### src/design/qrs_pkg.sv
package qrs_pkg;

   localparam int ROOT_WIDTH = 34;
   localparam int QUEUE_DEPTH = 4;

   typedef enum logic [2:0] {
      CLS_INFINITE = 3'd0,
      CLS_NONE     = 3'd1,
      CLS_NO_REAL  = 3'd2,
      CLS_ONE      = 3'd3,
      CLS_TWO      = 3'd4
   } qrs_class_type;

endpackage

### src/design/qrs_front.sv
module qrs_front import qrs_pkg::*; #(
   parameter int COEF_WIDTH = 16,
   parameter int FRAC_BITS  = 16
) (
   input  logic                          clock,
   input  logic                          reset,
   input  logic                          req_valid,
   output logic                          req_stall,
   input  logic signed [COEF_WIDTH-1:0]  req_coef_a,
   input  logic signed [COEF_WIDTH-1:0]  req_coef_b,
   input  logic signed [COEF_WIDTH-1:0]  req_coef_c,
   output logic                          job_valid,
   input  logic                          job_ready,
   output qrs_class_type                 job_cls,
   output logic                          job_num_neg,
   output logic [COEF_WIDTH+FRAC_BITS:0] job_num_mag,
   output logic                          job_den_neg,
   output logic [COEF_WIDTH:0]           job_den_mag,
   output logic [2*COEF_WIDTH+2:0]       job_disc
);

   localparam int W    = COEF_WIDTH;
   localparam int DW   = 2*W+3;
   localparam int NUMW = W+FRAC_BITS+1;
   localparam int DNW  = W+1;

   logic [W:0]     ma, mb, mc;
   logic           v1_ff, v2_ff;
   logic           na_ff, nb_ff, nc_ff;
   logic [W:0]     ma_ff, mb_ff, mc_ff;
   logic [2*W+1:0] bsq_ff, ac_ff;
   logic           rdy1, rdy2;

   logic [DW-1:0]  bsq_e, fac_e, disc;
   logic           ac_pos, dneg;
   qrs_class_type  cls_in;
   logic           num_neg_in, den_neg_in;
   logic [NUMW-1:0] num_mag_in;
   logic [DNW-1:0] den_mag_in;

   qrs_class_type  cls_ff;
   logic           num_neg_ff, den_neg_ff;
   logic [NUMW-1:0] num_mag_ff;
   logic [DNW-1:0] den_mag_ff;
   logic [DW-1:0]  disc_ff;

   assign rdy2      = !v2_ff || job_ready;
   assign rdy1      = !v1_ff || rdy2;
   assign req_stall = !rdy1;

   // magnitudes keep one extra bit so the most negative value survives
   assign ma = req_coef_a[W-1] ? (W+1)'(~{1'b1, req_coef_a} + 1'b1) : {1'b0, req_coef_a};
   assign mb = req_coef_b[W-1] ? (W+1)'(~{1'b1, req_coef_b} + 1'b1) : {1'b0, req_coef_b};
   assign mc = req_coef_c[W-1] ? (W+1)'(~{1'b1, req_coef_c} + 1'b1) : {1'b0, req_coef_c};

   always_ff @(posedge clock) begin
      if (reset) begin
         v1_ff <= 1'b0;
      end else if (rdy1) begin
         v1_ff <= req_valid;
      end
      if (rdy1 && req_valid) begin
         na_ff  <= req_coef_a[W-1];
         nb_ff  <= req_coef_b[W-1];
         nc_ff  <= req_coef_c[W-1];
         ma_ff  <= ma;
         mb_ff  <= mb;
         mc_ff  <= mc;
         bsq_ff <= mb * mb;
         ac_ff  <= ma * mc;
      end
   end

   always_comb begin
      bsq_e      = DW'(bsq_ff);
      fac_e      = DW'(ac_ff) << 2;
      ac_pos     = (mc_ff != '0) && (na_ff == nc_ff);
      dneg       = 1'b0;
      disc       = '0;
      if (!ac_pos) begin
         disc = bsq_e + fac_e;
      end else if (bsq_e >= fac_e) begin
         disc = bsq_e - fac_e;
      end else begin
         dneg = 1'b1;
      end
      cls_in     = CLS_INFINITE;
      num_neg_in = 1'b0;
      num_mag_in = '0;
      den_neg_in = 1'b0;
      den_mag_in = '0;
      if (ma_ff == '0) begin
         if (mb_ff == '0) begin
            cls_in = (mc_ff == '0) ? CLS_INFINITE : CLS_NONE;
         end else begin
            cls_in     = CLS_ONE;
            num_neg_in = (mc_ff != '0) && !nc_ff;
            num_mag_in = NUMW'(mc_ff) << FRAC_BITS;
            den_neg_in = nb_ff;
            den_mag_in = DNW'(mb_ff);
         end
      end else if (dneg) begin
         cls_in = CLS_NO_REAL;
      end else begin
         cls_in     = (disc == '0) ? CLS_ONE : CLS_TWO;
         num_neg_in = (mb_ff != '0) && !nb_ff;
         num_mag_in = NUMW'(mb_ff) << FRAC_BITS;
         den_neg_in = na_ff;
         den_mag_in = DNW'({ma_ff, 1'b0});
      end
   end

   always_ff @(posedge clock) begin
      if (reset) begin
         v2_ff <= 1'b0;
      end else if (rdy2) begin
         v2_ff <= v1_ff;
      end
      if (rdy2 && v1_ff) begin
         cls_ff     <= cls_in;
         num_neg_ff <= num_neg_in;
         num_mag_ff <= num_mag_in;
         den_neg_ff <= den_neg_in;
         den_mag_ff <= den_mag_in;
         disc_ff    <= disc;
      end
   end

   assign job_valid   = v2_ff;
   assign job_cls     = cls_ff;
   assign job_num_neg = num_neg_ff;
   assign job_num_mag = num_mag_ff;
   assign job_den_neg = den_neg_ff;
   assign job_den_mag = den_mag_ff;
   assign job_disc    = disc_ff;

endmodule

### config.mk
export PLATFORM = sky130hd
export DESIGN_NAME = qrs_front
export DESIGN_NICKNAME = d
export VERILOG_FILES = /design/src/design/qrs_pkg.sv /design/src/design/qrs_front.sv
export SDC_FILE = /design/constraint.sdc
export NUM_CORES = 1
export LEC_CHECK = 0
export BUFFER_PORTS_ARGS = -buffer_cell sky130_fd_sc_hd__buf_2
export CAP_MARGIN = 10
export CORE_MARGIN = 8
export CORE_UTILIZATION = 51
export DETAILED_ROUTE_END_ITERATION = 8
export GPL_ROUTABILITY_DRIVEN = 0
export PLACE_DENSITY = 0.77
export SETUP_SLACK_MARGIN = 0.15
export SLEW_MARGIN = 0
export SYNTH_ARGS = -nofsm -noshare
export SYNTH_HDL_FRONTEND = slang
export SYNTH_SLANG_ARGS = --single-unit
### constraint.sdc
create_clock -name clock -period 9.4 [get_ports clock]
set_input_delay 1.88 -clock clock [delete_from_list [all_inputs] [get_ports clock]]
set_output_delay 1.88 -clock clock [all_outputs]
set_load 0.03 [all_outputs]
==> impl.org, run 1 <==
** Synthesis
- The synthesized netlist occupies a cell area of 28100 um2.
- Async SR Flop Fraction :: 0
- Counting distinct cell types in the post-synthesis netlist gives 87.
- For this run, the register share of the synthesized area comes to 0.207.
- fa_1 takes more of the synthesized area than any other cell.
- Mapped Cells :: slightly below 3000
- A synthesized cell averages 9.44 um2.
- The synthesized design contains 194 register bits.
- Yosys mapped a number of flops with a built-in enable equal to roughly 190.
- Counting instances in the post-synthesis netlist gives the leading cell types as 644 x inv_1, 413 x fa_1, 288 x nand2_1.
- Predominant post-synthesis flop cell :: edfxtp_1
- Leading cell type by number of instances after synthesis :: inv_1
- For this run, the number of Yosys warnings is 0.
- Leading post-synthesis cells by cell area :: fa_1 29%, edfxtp_1 21%, ha_1 12%
- Yosys top cell area share :: 0.294

** Setup path
- Among the stages of the critical path, the cell type that occurs most often is fa_1.
- The worst setup path is launched from an input pin.
- Setup slack on the worst reg-to-reg path comes out at between 3 and 4 ns.
- Critical Path RT :: 9.63 ns
- In this run the worst path has a maximum fanout of 8.
- Cell family with the largest share of critical-path delay :: adder cells
- Source of the worst register-to-register timing path :: ac_ff[11]
- Length in cells of the worst reg-to-reg path :: 15
- Startpoint of the most critical setup path :: req_coef_c[7]
- The critical path ends at ac_ff[30].
- R2r endpoint :: job_cls[1]
- Stages on the worst setup path :: 27
- WS Path Type :: in2reg
- Highest cell delay on the worst timing path :: ~0.57 ns
- The largest individual stage delay along the critical path comes from the cell or4_1.
- Data arrival time of the critical path :: about 9.3 ns
- Combined buffer and inverter count along the critical path :: 4
- Crit end category :: flip-flop

** GRT
- Via count of the first global-routing pass :: between 20000 and 25000
- Met3 Resource Use GR :: 0.0531
- The initial antenna violation count was 2.
- GR met1 Demand/Resource :: 0.310
- Overflow left after global routing :: 0
- Overall global routing resource usage :: 0.238
- For this run, global-route usage on met2 was measured as 0.390.
- The first global-routing pass estimated 119000 um of wire.
- The global routing stage identified its most utilized layer as met2.
- Entering global routing, the biggest net connects 74 pins.

** Clock tree
- Clk sink count :: approximately 190
- TritonCTS clock tree :: yes
- Clock input transition at the sequential cells of the worst setup and hold paths :: about 0.090 ns
- Clock tree synthesis inserted a total of 17 buffers.
- Count of H-tree levels built during CTS :: 4
- In this run the deepest clock path goes through 2 buffers.
- The clock reaches the later pin of the worst-skew pair after between 0.4 and 0.5 ns.
- The root buffer cell chosen for the clock tree is clkbuf_16.

** Floorplanning
- Die Ht :: 251 um
- Number of rows in the core area :: 86
- Overall die area :: 62800 um2
- Core footprint :: 54800 um2
- In this run the count of I/O pins placed on the die edge is ~140.
- The die is 251 um wide.
- For this configuration, the core starts out at a cell density of 0.513.

** Timing
- Derived from the worst setup path, the maximum achievable clock frequency is between 100 and 150 MHz.
- Worst-margin pin slew :: ~1.1 ns
- Minimum clock period after layout :: roughly 9 ns
- Setup repair after global routing missed its margin :: yes
- Fin crit share :: 0.961
- Worst slew slack as a fraction of its limit :: 0.232
- Post-Route Skew :: between 0.02 and 0.025 ns
- Smallest setup slack after layout :: 0.363 ns
- Final setup violation count :: 0
- The hold violation count in the final report was 0.
- The final count of pins violating max slew is 0.

** Status
- The flow ran to the end, and the final reports show no timing, DRC or antenna violations.

** Final layout
- Area delta synth->final :: 13.6%
- In the final layout, the share of cells above drive strength 1 is 0.131.
- Final instance area :: 31900 um2
- At the end of the flow the core is filled with cells to 0.583.
- Non-Filler Instances :: between 4000 and 5000
- Nets :: 4027
- The number of antenna diodes in the final layout is 0.
- Filler cell count in the final layout :: roughly 4600

** Route
- In this run, the number of DRC markers left after iteration 0 of detailed routing was 2149.
- In this run the remaining antenna-violating nets after routing total 0.
- In the final routed layout, each cell accounts on average for 18.4 um.
- The first detailed-routing pass ran for 9 iterations.
- Total routed wirelength :: about 74000 um
- DRC violation count after routing :: 0
- Via density per instance :: ~5.6
- Via count of the routed design :: between 20000 and 25000

** Placement
- Including well taps, the total number of placed cells is 3963.
- Setup WS pre-CTS :: -0.224 ns
- In this run the cell area measured after placement is ~31000 um2.
- Number of I/O port buffers :: 126
- DP HPWL :: approximately 60000 um

** Hold path
- In this run the most critical hold path is launched from v1_ff.
- In this run the worst hold path is classified as reg2reg.

** Job
- Count of maximum capacitance violations :: 0
[state kept, by name, summed over array words and instances (netlist names)]
| register | count |
|---|---|
| job_disc | 34 |
| ac_ff | 33 |
| bsq_ff | 32 |
| job_den_mag | 17 |
| job_num_mag | 17 |
| ma_ff | 17 |
| mb_ff | 17 |
| mc_ff | 17 |
| job_cls | 3 |
| job_den_neg | 1 |
| job_num_neg | 1 |
| job_valid | 1 |
| na_ff | 1 |
| nb_ff | 1 |
| nc_ff | 1 |
| v1_ff | 1 |
[layout make-up]
type	count	area (um2)	area share
clock buffer	17	425	0.0133
clock inverter	15	235	0.00737
inverter	660	2480	0.0779
multi-input combinational	2106	20000	0.628
sequential	194	5810	0.182
tap	704	881	0.0276
timing repair buffer	306	2040	0.0639
[worst reg2reg max path, delay by kind of cell (launching register included)]
kind                       cells  cell delay [ns]
DFF                            1             0.40
muxes                          1             0.22
buffers and inverters          1             0.06
and+or+nand+nor                7             3.22
AOI/OAI and AO/OA              5             1.56
adders and majority gates      1             0.48
[how the worst min path moves through the flow]
stage | endpoint | slack [ns] | depth (start not counted)
floorplan | job_valid | 0.45 | 2
global placement | job_valid | 0.47 | 2
detailed placement | job_valid | 0.49 | 2
CTS | job_valid | 0.51 | 2
global route | job_valid | 0.54 | 2
finish | job_valid | 0.50 | 2
[what timing repair did]
action / in CTS / in global routing
buffers inserted: 0 / 6
hold buffers: 0 / 0
resized for setup: 0 / 49
endpoints found under the setup margin: 0 / 12
[placed cells by master (no fill, tap or decap), types with 35 or more instances in the layout]
| cell | n |
|---|---|
| inv_1 | 639 |
| fa_1 | 411 |
| nand2_1 | 283 |
| ha_1 | 275 |
| nor2_1 | 228 |
| edfxtp_1 | 192 |
| buf_4 | 174 |
| buf_2 | 126 |
| a21oi_1 | 120 |
| conb_1 | 87 |
| xnor2_1 | 72 |
| o21ai_0 | 60 |
| and2_1 | 39 |
| xor2_1 | 39 |
| a21o_1 | 35 |
[cells by family after synthesis]
| group | count (synthesis) | synth area share |
|---|---|---|
| buf+inv | 759 | 0.104 |
| simple gates | 746 | 0.120 |
| fa+ha+maj | 690 | 0.418 |
| compound gates | 463 | 0.113 |
| flops | 194 | 0.207 |
| xor+xnor | 117 | 0.0365 |
| mux | 3 | 0.00107 |
| other cells | 2 | 0.000267 |
[per-stage QoR]
stage / hold slack [ns] / setup TNS, ns
6_report: 0.497 / 0
5_1_grt: 0.542 / -0.00876
4_1_cts: 0.507 / 0
3_5_place_dp: 0.493 / -1.42
3_3_place_gp: 0.475 / -0.259
2_1_floorplan: 0.446 / 0
[per-layer routing]
metal | vias to the layer above | part of all wire | wire length [um]
li1 | 10100 | - | -
met1 | 10900 | 0.39 | 29000
met2 | 1106 | 0.47 | 34400
met3 | 214 | 0.10 | 7700
met4 | 0 | 0.037 | 2730
met5 | - | 0 | 0
Power of run 1 is not shown: default switching activity piles up to over one toggle a cycle in this logic, so the estimate is an artifact.
==> run 2, diff against run 1 <==
--- a/config.mk
+++ b/config.mk
@@ -14,2 +14,3 @@
 export PLACE_DENSITY = 0.77
+export RECOVER_POWER = 25
 export SETUP_SLACK_MARGIN = 0.15
--- a/constraint.sdc
+++ b/constraint.sdc
@@ -3,2 +3,2 @@
 set_output_delay 1.88 -clock clock [all_outputs]
-set_load 0.03 [all_outputs]
+set_load 0.05 [all_outputs]
==> run 2 against run 1 <==
  * The flow now finishes with violations (max-capacitance violations, max-slew violations)
  * Global-route usage stayed put
  * Via count shrank 0.47%
  * Die area unchanged
  * Sequential share of layout area about the same
  * Register-to-register slack got worse by 0.04 ns
  * Hold slack improved by 0.0011 ns
  * Wire length is 0.17% lower
  * Fmax decreased by 0.43%
  * Clock skew rose by 0.0017 ns
  * Final cell count did not move
  * Clock-buffer cell count is the same
==> impl.org, run 2 (synthesis results as in run 1) <==
** Status
- The run finished, with violations left.
- Violations in the final reports :: max-capacitance violations, max-slew violations

** Setup path
- By startpoint and endpoint, the worst setup path is classified as in2reg.
- In this run the worst setup path begins at req_coef_c[0].
- The worst register-to-register path begins at ac_ff[11].
- The worst register-to-register path has a depth of 15.
- Highest cell delay on the worst timing path :: slightly above 0.6 ns
- STA classifies the critical path startpoint as an input pin.
- For the worst setup path, the data arrival time is about 9.3 ns.
- For the worst setup path, the data required time is a little under 10 ns.
- Slowest cell on the critical path :: clkbuf_1
- Most common cell on crit path :: fa_1
- Along the worst path, the maximum fanout reaches 14.
- Crit end category :: flip-flop

** Clock tree
- Max clock buf depth :: 2
- The H-tree was split into 4 levels.
- TritonCTS clock tree :: yes
- Clock-pin slew was measured on the worst setup and hold paths at 0.09 ns.
- For the worst-skew pair, the clock arrives at the later sink with an insertion delay of 0.47 ns.
- Inserted Clock Buffers :: 17
- Root Buffer Master :: clkbuf_16
- Clk sink count :: roughly 190
- Post-cts hold buffer count :: 0

** Placement
- In this run the tool buffered the top-level ports with about 130 buffer cells.
- Detailed placement ended at an HPWL of between 50000 and 60000 um.
- Setup WS pre-CTS :: -0.224 ns

** Final layout
- The register with the most flip-flops in the layout has 34 of them.
- In the final layout, the share of cells above drive strength 1 is 0.124.
- The library cell used most frequently in the layout, excluding fill and tap cells, is inv_1.
- 0 antenna diodes ended up in the layout.
- Leading cell types in the layout, fill and taps excluded :: 639 x inv_1, 411 x fa_1, 283 x nand2_1, 275 x ha_1, 228 x nor2_1
- Relative to the synthesized area, the layout overhead comes to 13.4%.
- For this run, the post-layout net count is just over 4000.
- Final Util :: 0.582

** Hold path
- The worst hold path begins at v1_ff.
- The tightest min-delay check is of the reg2reg type.
- Along the worst hold path, the cell count comes to 2.

** Route
- Via count of the routed design :: roughly 22000
- WL/cell :: 18.4 um
- Total routed wirelength :: about 74000 um
- The first routing iteration left around 2100 violations.
- Dividing the detail-routed via count by the number of cells gives between 5 and 6.
- After detailed routing, the number of remaining DRC violations is 0.
- For this run, the detailed router's first-pass iteration total came to 6.
- Count of antenna-violating nets left after detailed routing :: 0

** GRT
- The initial antenna violation count is 2.
- Via count of the first global-routing pass :: 23100
- Pin count of the biggest net entering global routing :: 74
- First-pass GRT wire length :: between 100000 and 150000 um
- For this run, the total global-route usage over all layers was measured as 0.238.
- Overflow left after global routing :: 0

** Floorplanning
- Core footprint :: 54800 um2
- Overall die area :: roughly 63000 um2
- The floorplan has 86 rows.
- I/O Pins :: about 140
- The initial utilization of the core area, before any placement, comes to 0.513.
- Horizontal die dimension :: approximately 250 um
- The die is 251 um tall.

** Timing
- Final setup violation count :: 0
- The worst path needs ~9.1 ns of the cycle, external delays included.
- Final Hold Viols :: 0
- The worst pin sits at a relative slew slack of -1.67.
- For the pin with the worst max-slew slack, the measured transition is about 4.0 ns.
- Setup slack on the critical path of the routed design comes to 0.324 ns.
- Post-Route Setup TNS :: 0 ns
- Max Slew Vio Count :: approximately 130
- Worst Hold Margin :: about 0.5 ns
- Setup repair after global routing missed its margin :: yes
- Maximum operating frequency :: 110 MHz
- Post-Route Skew :: between 0.02 and 0.025 ns
- Fin crit share :: 0.966

** Job
- Max-cap violations in this run came to 2.
-- run 2: worst max-delay path: cells and delay by family --
kind            cells  cell delay [ns]
fa+ha+maj           7             3.30
compound gates      9             1.61
simple gates        3             0.70
xor+xnor            2             0.28
buf+inv             8             1.55
-- run 2: per-layer routing --
| metal | global-route usage | vias up | routed length, um |
|---|---|---|---|
| li1 | - | 10100 | - |
| met1 | 0.310 | 10900 | 28900 |
| met2 | 0.390 | 1102 | 34500 |
| met3 | 0.0531 | 180 | 7620 |
| met4 | 0.0815 | 0 | 2640 |
| met5 | 0 | - | 0 |
-- run 2: what timing repair did --
| item | in CTS | in global routing |
|---|---|---|
| endpoints found under the setup margin | 0 | 12 |
| resized for setup | 0 | 49 |
| setup buffers | 0 | 6 |
-- run 2: worst paths after layout --
path                      to  slack, ns
setup / recovery   ac_ff[30]       0.32
hold / removal     job_valid       0.50
setup reg to reg  job_cls[1]       3.19
hold reg to reg    job_valid       0.50
-- run 2: layout make-up --
class | count | area, um2
clock buffers | 17 | 425
clock inverters | 15 | 235
fillers | 4591 | 22900
inverters | 660 | 2480
multi-input cells | 2106 | 20000
flip-flops and latches | 194 | 5810
well taps | 704 | 881
repair buffers | 306 | 1980
-- run 2: stage by stage --
stage | instances | area (um2)
6_report | 4002 | 31900
5_1_grt | 4002 | 31900
4_1_cts | 3995 | 31600
3_5_place_dp | 3963 | 30900
3_3_place_gp | 3963 | 30900
2_1_floorplan | 3059 | 28500
Power of run 2 is left out for the same reason.
