**src/design/qrs_pkg.sv**
```systemverilog
package qrs_pkg;

   localparam int ROOT_WIDTH = 34;
   localparam int QUEUE_DEPTH = 4;

   typedef enum logic [2:0] {
      CLS_INFINITE = 3'd0,
      CLS_NONE     = 3'd1,
      CLS_NO_REAL  = 3'd2,
      CLS_ONE      = 3'd3,
      CLS_TWO      = 3'd4
   } qrs_class_type;

endpackage

```
**src/design/qrs_queue.sv**
```systemverilog
module qrs_queue import qrs_pkg::*; #(
   parameter int WIDTH = 8
) (
   input  logic             clock,
   input  logic             reset,
   input  logic             in_valid,
   output logic             in_ready,
   input  logic [WIDTH-1:0] in_data,
   output logic             out_valid,
   input  logic             out_pop,
   output logic [WIDTH-1:0] out_data
);

   localparam int PW = $clog2(QUEUE_DEPTH);
   localparam int CW = $clog2(QUEUE_DEPTH+1);

   logic [WIDTH-1:0] mem [QUEUE_DEPTH];
   logic [PW-1:0]    wr_ff, rd_ff;
   logic [CW-1:0]    count_ff;
   logic             push, pop;

   assign in_ready  = count_ff != CW'(QUEUE_DEPTH);
   assign out_valid = count_ff != '0;
   assign out_data  = mem[rd_ff];
   assign push      = in_valid && in_ready;
   assign pop       = out_pop && out_valid;

   always_ff @(posedge clock) begin
      if (push) begin
         mem[wr_ff] <= in_data;
      end
   end

   always_ff @(posedge clock) begin
      if (reset) begin
         wr_ff    <= '0;
         rd_ff    <= '0;
         count_ff <= '0;
      end else begin
         if (push) begin
            wr_ff <= PW'(wr_ff + 1'b1);
         end
         if (pop) begin
            rd_ff <= PW'(rd_ff + 1'b1);
         end
         if (push && !pop) begin
            count_ff <= CW'(count_ff + 1'b1);
         end else if (pop && !push) begin
            count_ff <= CW'(count_ff - 1'b1);
         end
      end
   end

endmodule

```
**config.mk**
```make
export PLATFORM = sky130hd
export DESIGN_NAME = qrs_queue
export DESIGN_NICKNAME = d
export VERILOG_FILES = /design/src/design/qrs_pkg.sv /design/src/design/qrs_queue.sv
export SDC_FILE = /design/constraint.sdc
export NUM_CORES = 1
export LEC_CHECK = 0
export BUFFER_PORTS_ARGS = -buffer_cell sky130_fd_sc_hd__buf_2
export CORE_ASPECT_RATIO = 0.75
export CORE_UTILIZATION = 47
export DETAILED_ROUTE_END_ITERATION = 10
export PLACE_DENSITY = 0.79
export REMOVE_ABC_BUFFERS = 1
export SLEW_MARGIN = 20
export SYNTH_ARGS = -nofsm -noshare
export SYNTH_HDL_FRONTEND = slang
export SYNTH_SLANG_ARGS = --single-unit
```
**constraint.sdc**
```tcl
create_clock -name clock -period 4.5 [get_ports clock]
set_input_delay 0 -clock clock [delete_from_list [all_inputs] [get_ports clock]]
set_output_delay 0 -clock clock [all_outputs]
set_load 0.02 [all_outputs]
```
==> impl_metrics.env, run 1 <==
export IMPL_antenna_left=0
export IMPL_avgViaCountPerCell=5.07
export IMPL_dpl_cell_area_um2=1780
export IMPL_crit_slowest_cell="dfxtp_1"
export IMPL_core_area_um2=3310
export IMPL_antenna_cells=0
export IMPL_r2r_setup_slack_ps=2320
export IMPL_synth_edf_count=32
export IMPL_yosysWarningCount=0
export IMPL_period_needed_ps=2180
export IMPL_clkLatencyLatePin_ps=290
export IMPL_pin_count=22
export IMPL_drtPass1Iterations=4
export IMPL_p_leak_nw=0.730
export IMPL_maxCapViolCount=0
export IMPL_finClkSkew_ps=8.97
export IMPL_hold_path_endpoint="rd_ff[0]"
export IMPL_grt_pass1_wl_um=3950
export IMPL_peakVddDrop_mv=0.265
export IMPL_clock_sinks=41
export IMPL_slew_headroom=0.649
export IMPL_cts_tree="done"
export IMPL_cp_slowest_stage_delay_ps=490
export IMPL_ff2ff_path_depth=8
export IMPL_grt_overflow=0
export IMPL_final_area_um2=1990
export IMPL_arrival_ps=2410
export IMPL_cts_buffers=5
export IMPL_fin_worst_hold_slack_ps=117
export IMPL_dp_hpwl_um=1730
export IMPL_worst_pin_slew_ps=526
export IMPL_final_layout_size_suffix_gt1_frac=0.336
export IMPL_path_clk_slew_ps=80
export IMPL_ys_top_cells_by_count="edfxtp_1, dfxtp_1, mux4_2, nor2_1, ha_1"
export IMPL_areaGrowthSynthToFinish_pct=21.4
export IMPL_max_freq_mhz=459
export IMPL_path_max_fanout=7
export IMPL_num_rows=18
export IMPL_syn_avg_cell_area_um2=18.2
export IMPL_fp_dieW_um=70.2
export IMPL_grt_usage=0.155
export IMPL_period_share=0.484
export IMPL_yosysMostFrequentCell="edfxtp_1"
export IMPL_regToRegEndpoint="count_ff[2]"
export IMPL_drv_slew=0
export IMPL_remaining_drc_errors=0
export IMPL_post_cts_buffers=0
export IMPL_grt_max_degree=14
export IMPL_setup_viol=0
export IMPL_cts_root_buf="clkbuf_8"
export IMPL_dr_first_iter_drc_count=42
export IMPL_async_reset_ff_frac=0
export IMPL_grt_pass1_vias=821
export IMPL_worst_hold_path_type="in -> reg"
export IMPL_gp_congestion=0.647
export IMPL_die_y_um=53.1
export IMPL_wl_per_cell_um=15.7
export IMPL_vias=837
export IMPL_whs_path_depth=4
export IMPL_power_per_cell_area_nw_per_um2=565
export IMPL_status="complete, no violations"
export IMPL_synthCells=90
export IMPL_yosysTopAreaCell="edfxtp_1"
export IMPL_fin_tns_setup_ps=0
export IMPL_cts_hold_buf=9
export IMPL_synth_area_leaders="edfxtp_1, dfxtp_1, mux4_2"
export IMPL_crit_chain="nor2_2 -> a21boi_4 -> ha_1 -> inv_1 -> fa_1 -> xor2_1 -> or3_1 -> a21oi_1"
export IMPL_die_area_um2=3730
export IMPL_rsz0062_at_grt="no"
export IMPL_final_nets=142
export IMPL_crit_type="reg -> reg"
export IMPL_post_cts_resized=0
export IMPL_finalHoldViolations=0
export IMPL_clock_path_buffers=2
export IMPL_cp_start_kind="flop"
export IMPL_ys_seq_area_frac=0.697
export IMPL_numPortBuffers=21
export IMPL_routed_wl_um=2590
export IMPL_synth_top_area_share=0.587
export IMPL_synthDistinctLibCells=23
export IMPL_crit_required_ps=4730
export IMPL_r2r_start="count_ff[0]"
export IMPL_antenna_found_initial=0
export IMPL_syn_area_um2=1640
export IMPL_critPathCaptureType="flop"
export IMPL_htree_levels=2
export IMPL_synth_ff_type="edfxtp_1"
export IMPL_hp_start="out_pop"
export IMPL_ys_seq_elements=41
export IMPL_start_util=0.495
state kept, by name, summed over array words and instances (netlist names), named ones only:
name and count:
rd_ff 2, wr_ff 2, count_ff 3, mem 32
through the flow:
stage	setup WS [ps]	cells	total power, W	util
6_report	2320	165	0.00112	0.601
5_1_grt	2200	165	0.00118	0.601
4_1_cts	2320	165	0.00113	0.601
3_5_place_dp	2340	148	0.000824	0.537
3_3_place_gp	2450	148	0.000811	0.537
2_1_floorplan	2510	87	0.000735	-
final cells by class:
| class | instances | area (um^2) |
|---|---|---|
| Inverter | 3 | 11.3 |
| Tap cell | 40 | 50.0 |
| Timing Repair Buffer | 30 | 195 |
| Fill cell | 231 | 1320 |
| Clock inverter | 2 | 37.5 |
| Multi-Input combinational cell | 43 | 470 |
| Sequential cell | 41 | 1140 |
| Clock buffer | 6 | 82.6 |
placed cells by master (no fill, tap or decap), drive strengths merged, types with 2 or more instances in the layout:
cell type,netlist,layout
and2,4,4
buf,1,21
clkbuf,2,6
dfxtp,9,9
dlygate4sd3,0,9
edfxtp,32,32
ha,5,5
inv,3,3
mux2i,2,2
mux4,8,8
nand2b,2,2
nor2,8,8
or3,2,2
xor2,4,4
cell families after synthesis:
| group | share of synthesized area |
|---|---|
| buffers and inverters | 0.0160 |
| adder cells (fa/ha/maj) | 0.0504 |
| XOR/XNOR | 0.0214 |
| multiplexers | 0.131 |
| AND/OR/NAND/NOR | 0.0535 |
| flip-flops | 0.697 |
| AO/OA/AOI/OAI | 0.0306 |
report_power, final:
part	switching (W)	leakage [nW]	internal (W)	total (W)
registers	0.0000555	0.367	0.000466	0.000521
clock network	0.000126	0.0574	0.000180	0.000306
logic	0.000153	0.305	0.000143	0.000295
total	0.000334	0.730	0.000789	0.00112
how the worst max path moves through the flow:
| stage | startpoint | end | slack, ps | cells after the start |
|---|---|---|---|---|
| final | count_ff[0] | count_ff[2] | 2320 | 8 |
| after global routing | count_ff[0] | count_ff[2] | 2200 | 8 |
| after CTS | count_ff[0] | count_ff[2] | 2320 | 8 |
| after detailed placement | count_ff[0] | count_ff[2] | 2340 | 8 |
| after global placement | count_ff[0] | count_ff[2] | 2450 | 8 |
| after floorplan | count_ff[0] | count_ff[2] | 2510 | 8 |
worst max-delay path: cells and delay by family, from the launching register on:
family / cells / cell delay [ps]
AOI/OAI and AO/OA: 2 / 380
adders and majority gates: 2 / 620
xor gates and xnor gates: 1 / 160
DFF: 1 / 490
and+or+nand+nor: 2 / 390
buffers and inverters: 1 / 70
per-layer routing:
layer  global-route usage  share of wire  vias to the layer above
met4                0.107          0.010                        0
met2                0.255           0.49                       19
met3               0.0457          0.041                        4
met1                0.181           0.46                      411
met5                    0              0                        -
li1                     -              -                      403
No activity file was read; power rests on OpenSTA's default activity.
==> inputs of run 2 (changes only) <==
- PLACE_DENSITY: 0.79 -> 0.82
- clock period: 4.5 -> 1.9 ns (I/O delays scaled with it)
==> run 2 against run 1 <==
Net effect:
- the run now ends with hold timing, setup timing left
- flip-flop and latch count is the same
- hold slack worse by 120 ps
- worst setup slack worse by 2400 ps
- highest routed layer unchanged
==> impl_metrics.env, run 2 (synthesized netlist as in run 1, its figures left out) <==
export IMPL_status="complete, but fails checks"
export IMPL_violations="hold timing, setup timing"
export IMPL_pin_count=22
export IMPL_drtPass1Iterations=4
export IMPL_combPwrFrac=0.313
export IMPL_cp_start_kind="flop"
export IMPL_crit_required_ps=2110
export IMPL_numPortBuffers=21
export IMPL_peakVddDrop_mv=0.650
export IMPL_antenna_cells=0
export IMPL_die_y_um=53.1
export IMPL_dpl_cell_area_um2=1820
export IMPL_cts_root_buf="clkbuf_8"
export IMPL_cp_slowest_stage_delay_ps=370
export IMPL_clock_path_buffers=2
export IMPL_finClkSkew_ps=2.31
export IMPL_fillCellCount=237
export IMPL_top_register="mem"
export IMPL_layout_commonest_cell="edfxtp_1"
export IMPL_remaining_drc_errors=0
export IMPL_p_total_w=0.00274
export IMPL_dp_hpwl_um=1920
export IMPL_clkLatencyLatePin_ps=280
export IMPL_period_needed_ps=1980
export IMPL_setup_viol=1
export IMPL_swShare=0.302
export IMPL_largest_register_ffs=32
export IMPL_htree_levels=2
export IMPL_path_max_fanout=5
export IMPL_num_rows=18
export IMPL_arrival_ps=2190
export IMPL_layout_top_registers="mem x32, count_ff x3"
export IMPL_crit_chain="o31ai_4 -> ha_2 -> inv_2 -> fa_2 -> xor2_1 -> or3_1 -> a21oi_2"
export IMPL_grt_pass1_vias=912
export IMPL_crit_type="reg -> reg"
export IMPL_die_area_um2=3730
export IMPL_grt_overflow=0
export IMPL_critPathBufInv=1
export IMPL_dr_first_iter_drc_count=40
export IMPL_crit_slowest_cell="dfxtp_4"
export IMPL_areaGrowthSynthToFinish_pct=25.4
export IMPL_fp_dieW_um=70.2
export IMPL_mostFrequentLayoutCells="edfxtp_1, buf_2, mux4_2, dlygate4sd3_1, buf_4"
export IMPL_avgViaCountPerCell=5.14
export IMPL_clock_sinks=41
export IMPL_max_freq_mhz=506
export IMPL_start_util=0.495
export IMPL_seqPwrFrac=0.443
export IMPL_slew_headroom=0.666
export IMPL_p_clk_frac=0.244
export IMPL_worst_hold_path_type="in -> reg"
export IMPL_power_per_cell_area_nw_per_um2=1340
export IMPL_final_layout_size_suffix_gt1_frac=0.424
export IMPL_drv_slew=0
export IMPL_layout_setup_ws_ps=-75.9
export IMPL_wl_per_cell_um=16.4
export IMPL_switching_power_w=0.000829
export IMPL_path_clk_slew_ps=80
export IMPL_cp_top_family="adder cells"
export IMPL_grt_usage=0.169
export IMPL_final_nets=149
export IMPL_critPathCaptureType="flop"
export IMPL_antenna_left=0
export IMPL_final_area_um2=2050
export IMPL_finalHoldViolations=1
export IMPL_rsz0062_at_grt="yes"
export IMPL_p_leak_nw=0.760
export IMPL_grt_max_degree=14
export IMPL_grt_pass1_wl_um=4370
export IMPL_core_area_um2=3310
export IMPL_worst_pin_slew_ps=501
export IMPL_maxCapViolCount=0
export IMPL_p_int_w=0.00192
export IMPL_fin_worst_hold_slack_ps=-5.31
export IMPL_routed_wl_um=2820
export IMPL_period_share=1.04
export IMPL_cts_tree="done"
export IMPL_antenna_found_initial=0
export IMPL_vias=884
export IMPL_gp_congestion=0.694
export IMPL_cts_buffers=5
==> run 2: metal layers <==
layer  global-route usage  part of all wire  wire [um]  up-vias
li1                     -                 -          -      420
met5                    0                 0          0        -
met1                0.189              0.42       1190      442
met3               0.0533             0.040        112        2
met2                0.317              0.53       1500       20
met4               0.0433            0.0039         11        0
==> run 2: cell type report <==
type	instances	area [um^2]	area share
Clock inverter	3	41.3	0.0201
Tap cell	40	50.0	0.0244
Timing Repair Buffer	37	245	0.119
Clock buffer	5	68.8	0.0335
Multi-Input combinational cell	43	488	0.238
Inverter	3	11.3	0.00548
Sequential cell	41	1150	0.560
==> run 2: timing repair <==
item / CTS / global route
pin swaps: 4 / 4
gates cloned: 0 / 0
gates resized for setup: 10 / 0
buffers inserted: 2 / 1
hold endpoints to repair: 34 / 0
hold buffers: 8 / 0
endpoints found under the setup margin: 1 / 1
==> run 2: through the flow <==
stage                     worst slack [ps]  utilization  cells  setup TNS [ps]
after floorplan                      -89.3            -     87           -89.3
after global routing                  -164        0.621    172            -164
after global placement                10.6        0.548    153               0
after CTS                            -78.2        0.618    171           -78.2
after detailed placement              -179        0.548    153            -179
final                                -75.9        0.621    172           -75.9
==> run 2: worst paths after layout <==
path	from	end	slack [ps]	cells past startpoint
max	count_ff[1]	count_ff[2]	-80	7
min	reset	count_ff[2]	-5	2
max reg2reg	count_ff[1]	count_ff[2]	-80	7
min reg2reg	wr_ff[1]	wr_ff[1]	520	2
==> run 2: power by group through the flow <==
| stage | registers (W) | clock network (W) | logic [W] |
|---|---|---|---|
| 2_1_floorplan | 0.00122 | 0 | 0.000517 |
| 3_3_place_gp | 0.00122 | 0 | 0.000747 |
| 3_5_place_dp | 0.00123 | 0 | 0.000783 |
| 4_1_cts | 0.00122 | 0.000682 | 0.000850 |
| 5_1_grt | 0.00124 | 0.000719 | 0.000931 |
| 6_report | 0.00122 | 0.000670 | 0.000858 |
==> inputs of run 3 (changes only) <==
- MAX_ROUTING_LAYER: not set -> met4
==> run 3 against run 2 <==
Net effect:
- combinational power about the same
- wire length is 0.43% higher
- worst setup slack got worse by 2.9 ps
- hold slack improved by 5.6 ps
- critical endpoint unchanged
- the flow finishes with violations (setup timing)
- clock power about the same
- die area is the same
- power about the same
- cell count did not move
- clock-buffer cell count unchanged
- clock skew about the same
==> impl_metrics.env, run 3 (synthesized netlist as in run 1, its figures left out) <==
export IMPL_fillCellCount=237
export IMPL_drv_slew=0
export IMPL_max_freq_mhz=505
export IMPL_wl_per_cell_um=16.5
export IMPL_num_rows=18
export IMPL_worst_pin_slew_ps=501
export IMPL_die_area_um2=3730
export IMPL_numPortBuffers=21
export IMPL_slew_headroom=0.666
export IMPL_cp_start_kind="flop"
export IMPL_crit_type="reg -> reg"
export IMPL_gp_congestion=0.702
export IMPL_path_clk_slew_ps=80
export IMPL_mostFrequentLayoutCells="edfxtp_1, buf_2, mux4_2, dlygate4sd3_1, buf_4"
export IMPL_regArea_um2=1150
export IMPL_critPathCaptureType="flop"
export IMPL_regToRegEndpoint="count_ff[2]"
export IMPL_pin_count=22
export IMPL_hp_start="reset"
export IMPL_worst_hold_path_type="in -> reg"
export IMPL_final_area_um2=2050
export IMPL_routed_wl_um=2830
export IMPL_drtPass1Iterations=4
export IMPL_layout_commonest_cell="edfxtp_1"
export IMPL_antenna_left=0
export IMPL_fp_dieW_um=70.2
export IMPL_grt_max_degree=14
export IMPL_layout_setup_ws_ps=-78.8
export IMPL_final_cells=172
export IMPL_antenna_cells=0
export IMPL_crit_chain="o31ai_4 -> ha_2 -> inv_2 -> fa_2 -> xor2_1 -> or3_1 -> a21oi_2"
export IMPL_p_leak_nw=0.760
export IMPL_avgViaCountPerCell=5.13
export IMPL_antenna_found_initial=0
export IMPL_core_area_um2=3310
export IMPL_place_ws_ps=-179
export IMPL_htree_levels=2
export IMPL_grt_usage=0.174
export IMPL_dpl_cell_area_um2=1820
export IMPL_hold_path_endpoint="count_ff[2]"
export IMPL_cp_top_family="adder cells"
export IMPL_place_inst=153
export IMPL_cts_tree="done"
export IMPL_cp_slowest_stage_delay_ps=370
export IMPL_final_nets=149
export IMPL_start_util=0.495
export IMPL_grt_overflow=0
export IMPL_finalHoldViolations=0
export IMPL_whs_path_depth=2
export IMPL_violations="setup timing"
export IMPL_largest_register_ffs=32
export IMPL_clock_path_buffers=2
export IMPL_clkLatencyLatePin_ps=280
export IMPL_arrival_ps=2190
export IMPL_fin_tns_setup_ps=-78.8
export IMPL_r2r_start="count_ff[1]"
export IMPL_finClkSkew_ps=2.45
export IMPL_grt_pass1_vias=912
export IMPL_r2r_setup_slack_ps=-80
export IMPL_top_register="mem"
export IMPL_setup_viol=1
export IMPL_grt_pass1_wl_um=4370
export IMPL_final_layout_size_suffix_gt1_frac=0.424
export IMPL_dr_first_iter_drc_count=39
export IMPL_fin_worst_hold_slack_ps=0.317
export IMPL_maxCapViolCount=0
export IMPL_die_y_um=53.1
export IMPL_path_max_fanout=5
export IMPL_peakVddDrop_mv=0.650
export IMPL_clock_sinks=41
export IMPL_power_per_cell_area_nw_per_um2=1340
export IMPL_vias=882
export IMPL_critPathBufInv=1
export IMPL_crit_slowest_cell="dfxtp_4"
export IMPL_period_share=1.04
export IMPL_multiInputGateArea_um2=488
export IMPL_remaining_drc_errors=0
export IMPL_rsz0062_at_grt="yes"
export IMPL_dp_hpwl_um=1920
export IMPL_status="complete, but fails checks"
export IMPL_period_needed_ps=1980
export IMPL_areaGrowthSynthToFinish_pct=25.4
export IMPL_cts_buffers=5
export IMPL_cts_root_buf="clkbuf_8"
export IMPL_layout_top_registers="mem x32, count_ff x3"
export IMPL_ff2ff_path_depth=7
export IMPL_crit_required_ps=2110
## run 3: stage by stage
stage	total power, W	utilization
global placement	0.00196	0.548
CTS	0.00275	0.618
detailed placement	0.00201	0.548
floorplan	0.00174	-
global route	0.00289	0.621
finish	0.00275	0.621
## run 3: where the power goes
part	switching (W)	internal [W]	total (W)
combinational	0.000441	0.000417	0.000858
sequential	0.000105	0.00111	0.00122
clock	0.000283	0.000386	0.000670
## run 3: worst register-to-register path, delay by kind of cell, from the launching register on
kind	cells	cell delay, ps
buf+inv	1	40
xor+xnor	1	160
flops	1	370
simple gates	1	370
fa+ha+maj	2	570
compound gates	2	410
## run 3: layer usage
metal | wire length, um | up-vias | global-route usage
li1 | - | 420 | -
met1 | 1210 | 438 | 0.190
met2 | 1500 | 22 | 0.317
met3 | 112 | 2 | 0.0533
met4 | 11 | 0 | 0.0433
met5 | 0 | - | -
## run 3: what timing repair did
action                                  4_1_cts  5_1_grt
pin swaps                                     4        4
hold buffers                                  8        0
resized for setup                            10        0
setup buffers                                 2        1
endpoints found under the hold margin        34        0
endpoints found under the setup margin        1        1
gates cloned                                  0        0
## run 3: area by class of cell
| type | count | share of cell area |
|---|---|---|
| clock buffer | 5 | 0.0335 |
| clock inverter | 3 | 0.0201 |
| inverter | 3 | 0.00548 |
| multi-input combinational | 43 | 0.238 |
| sequential | 41 | 0.560 |
| tap | 40 | 0.0244 |
| timing repair buffer | 37 | 0.119 |
## run 3: worst max path at each step
stage | from | to | cells after the start
2_1_floorplan | count_ff[0] | count_ff[2] | 8
5_1_grt | count_ff[1] | count_ff[2] | 7
6_report | count_ff[1] | count_ff[2] | 7
3_5_place_dp | count_ff[1] | count_ff[2] | 8
3_3_place_gp | count_ff[1] | count_ff[2] | 7
4_1_cts | count_ff[2] | count_ff[2] | 7
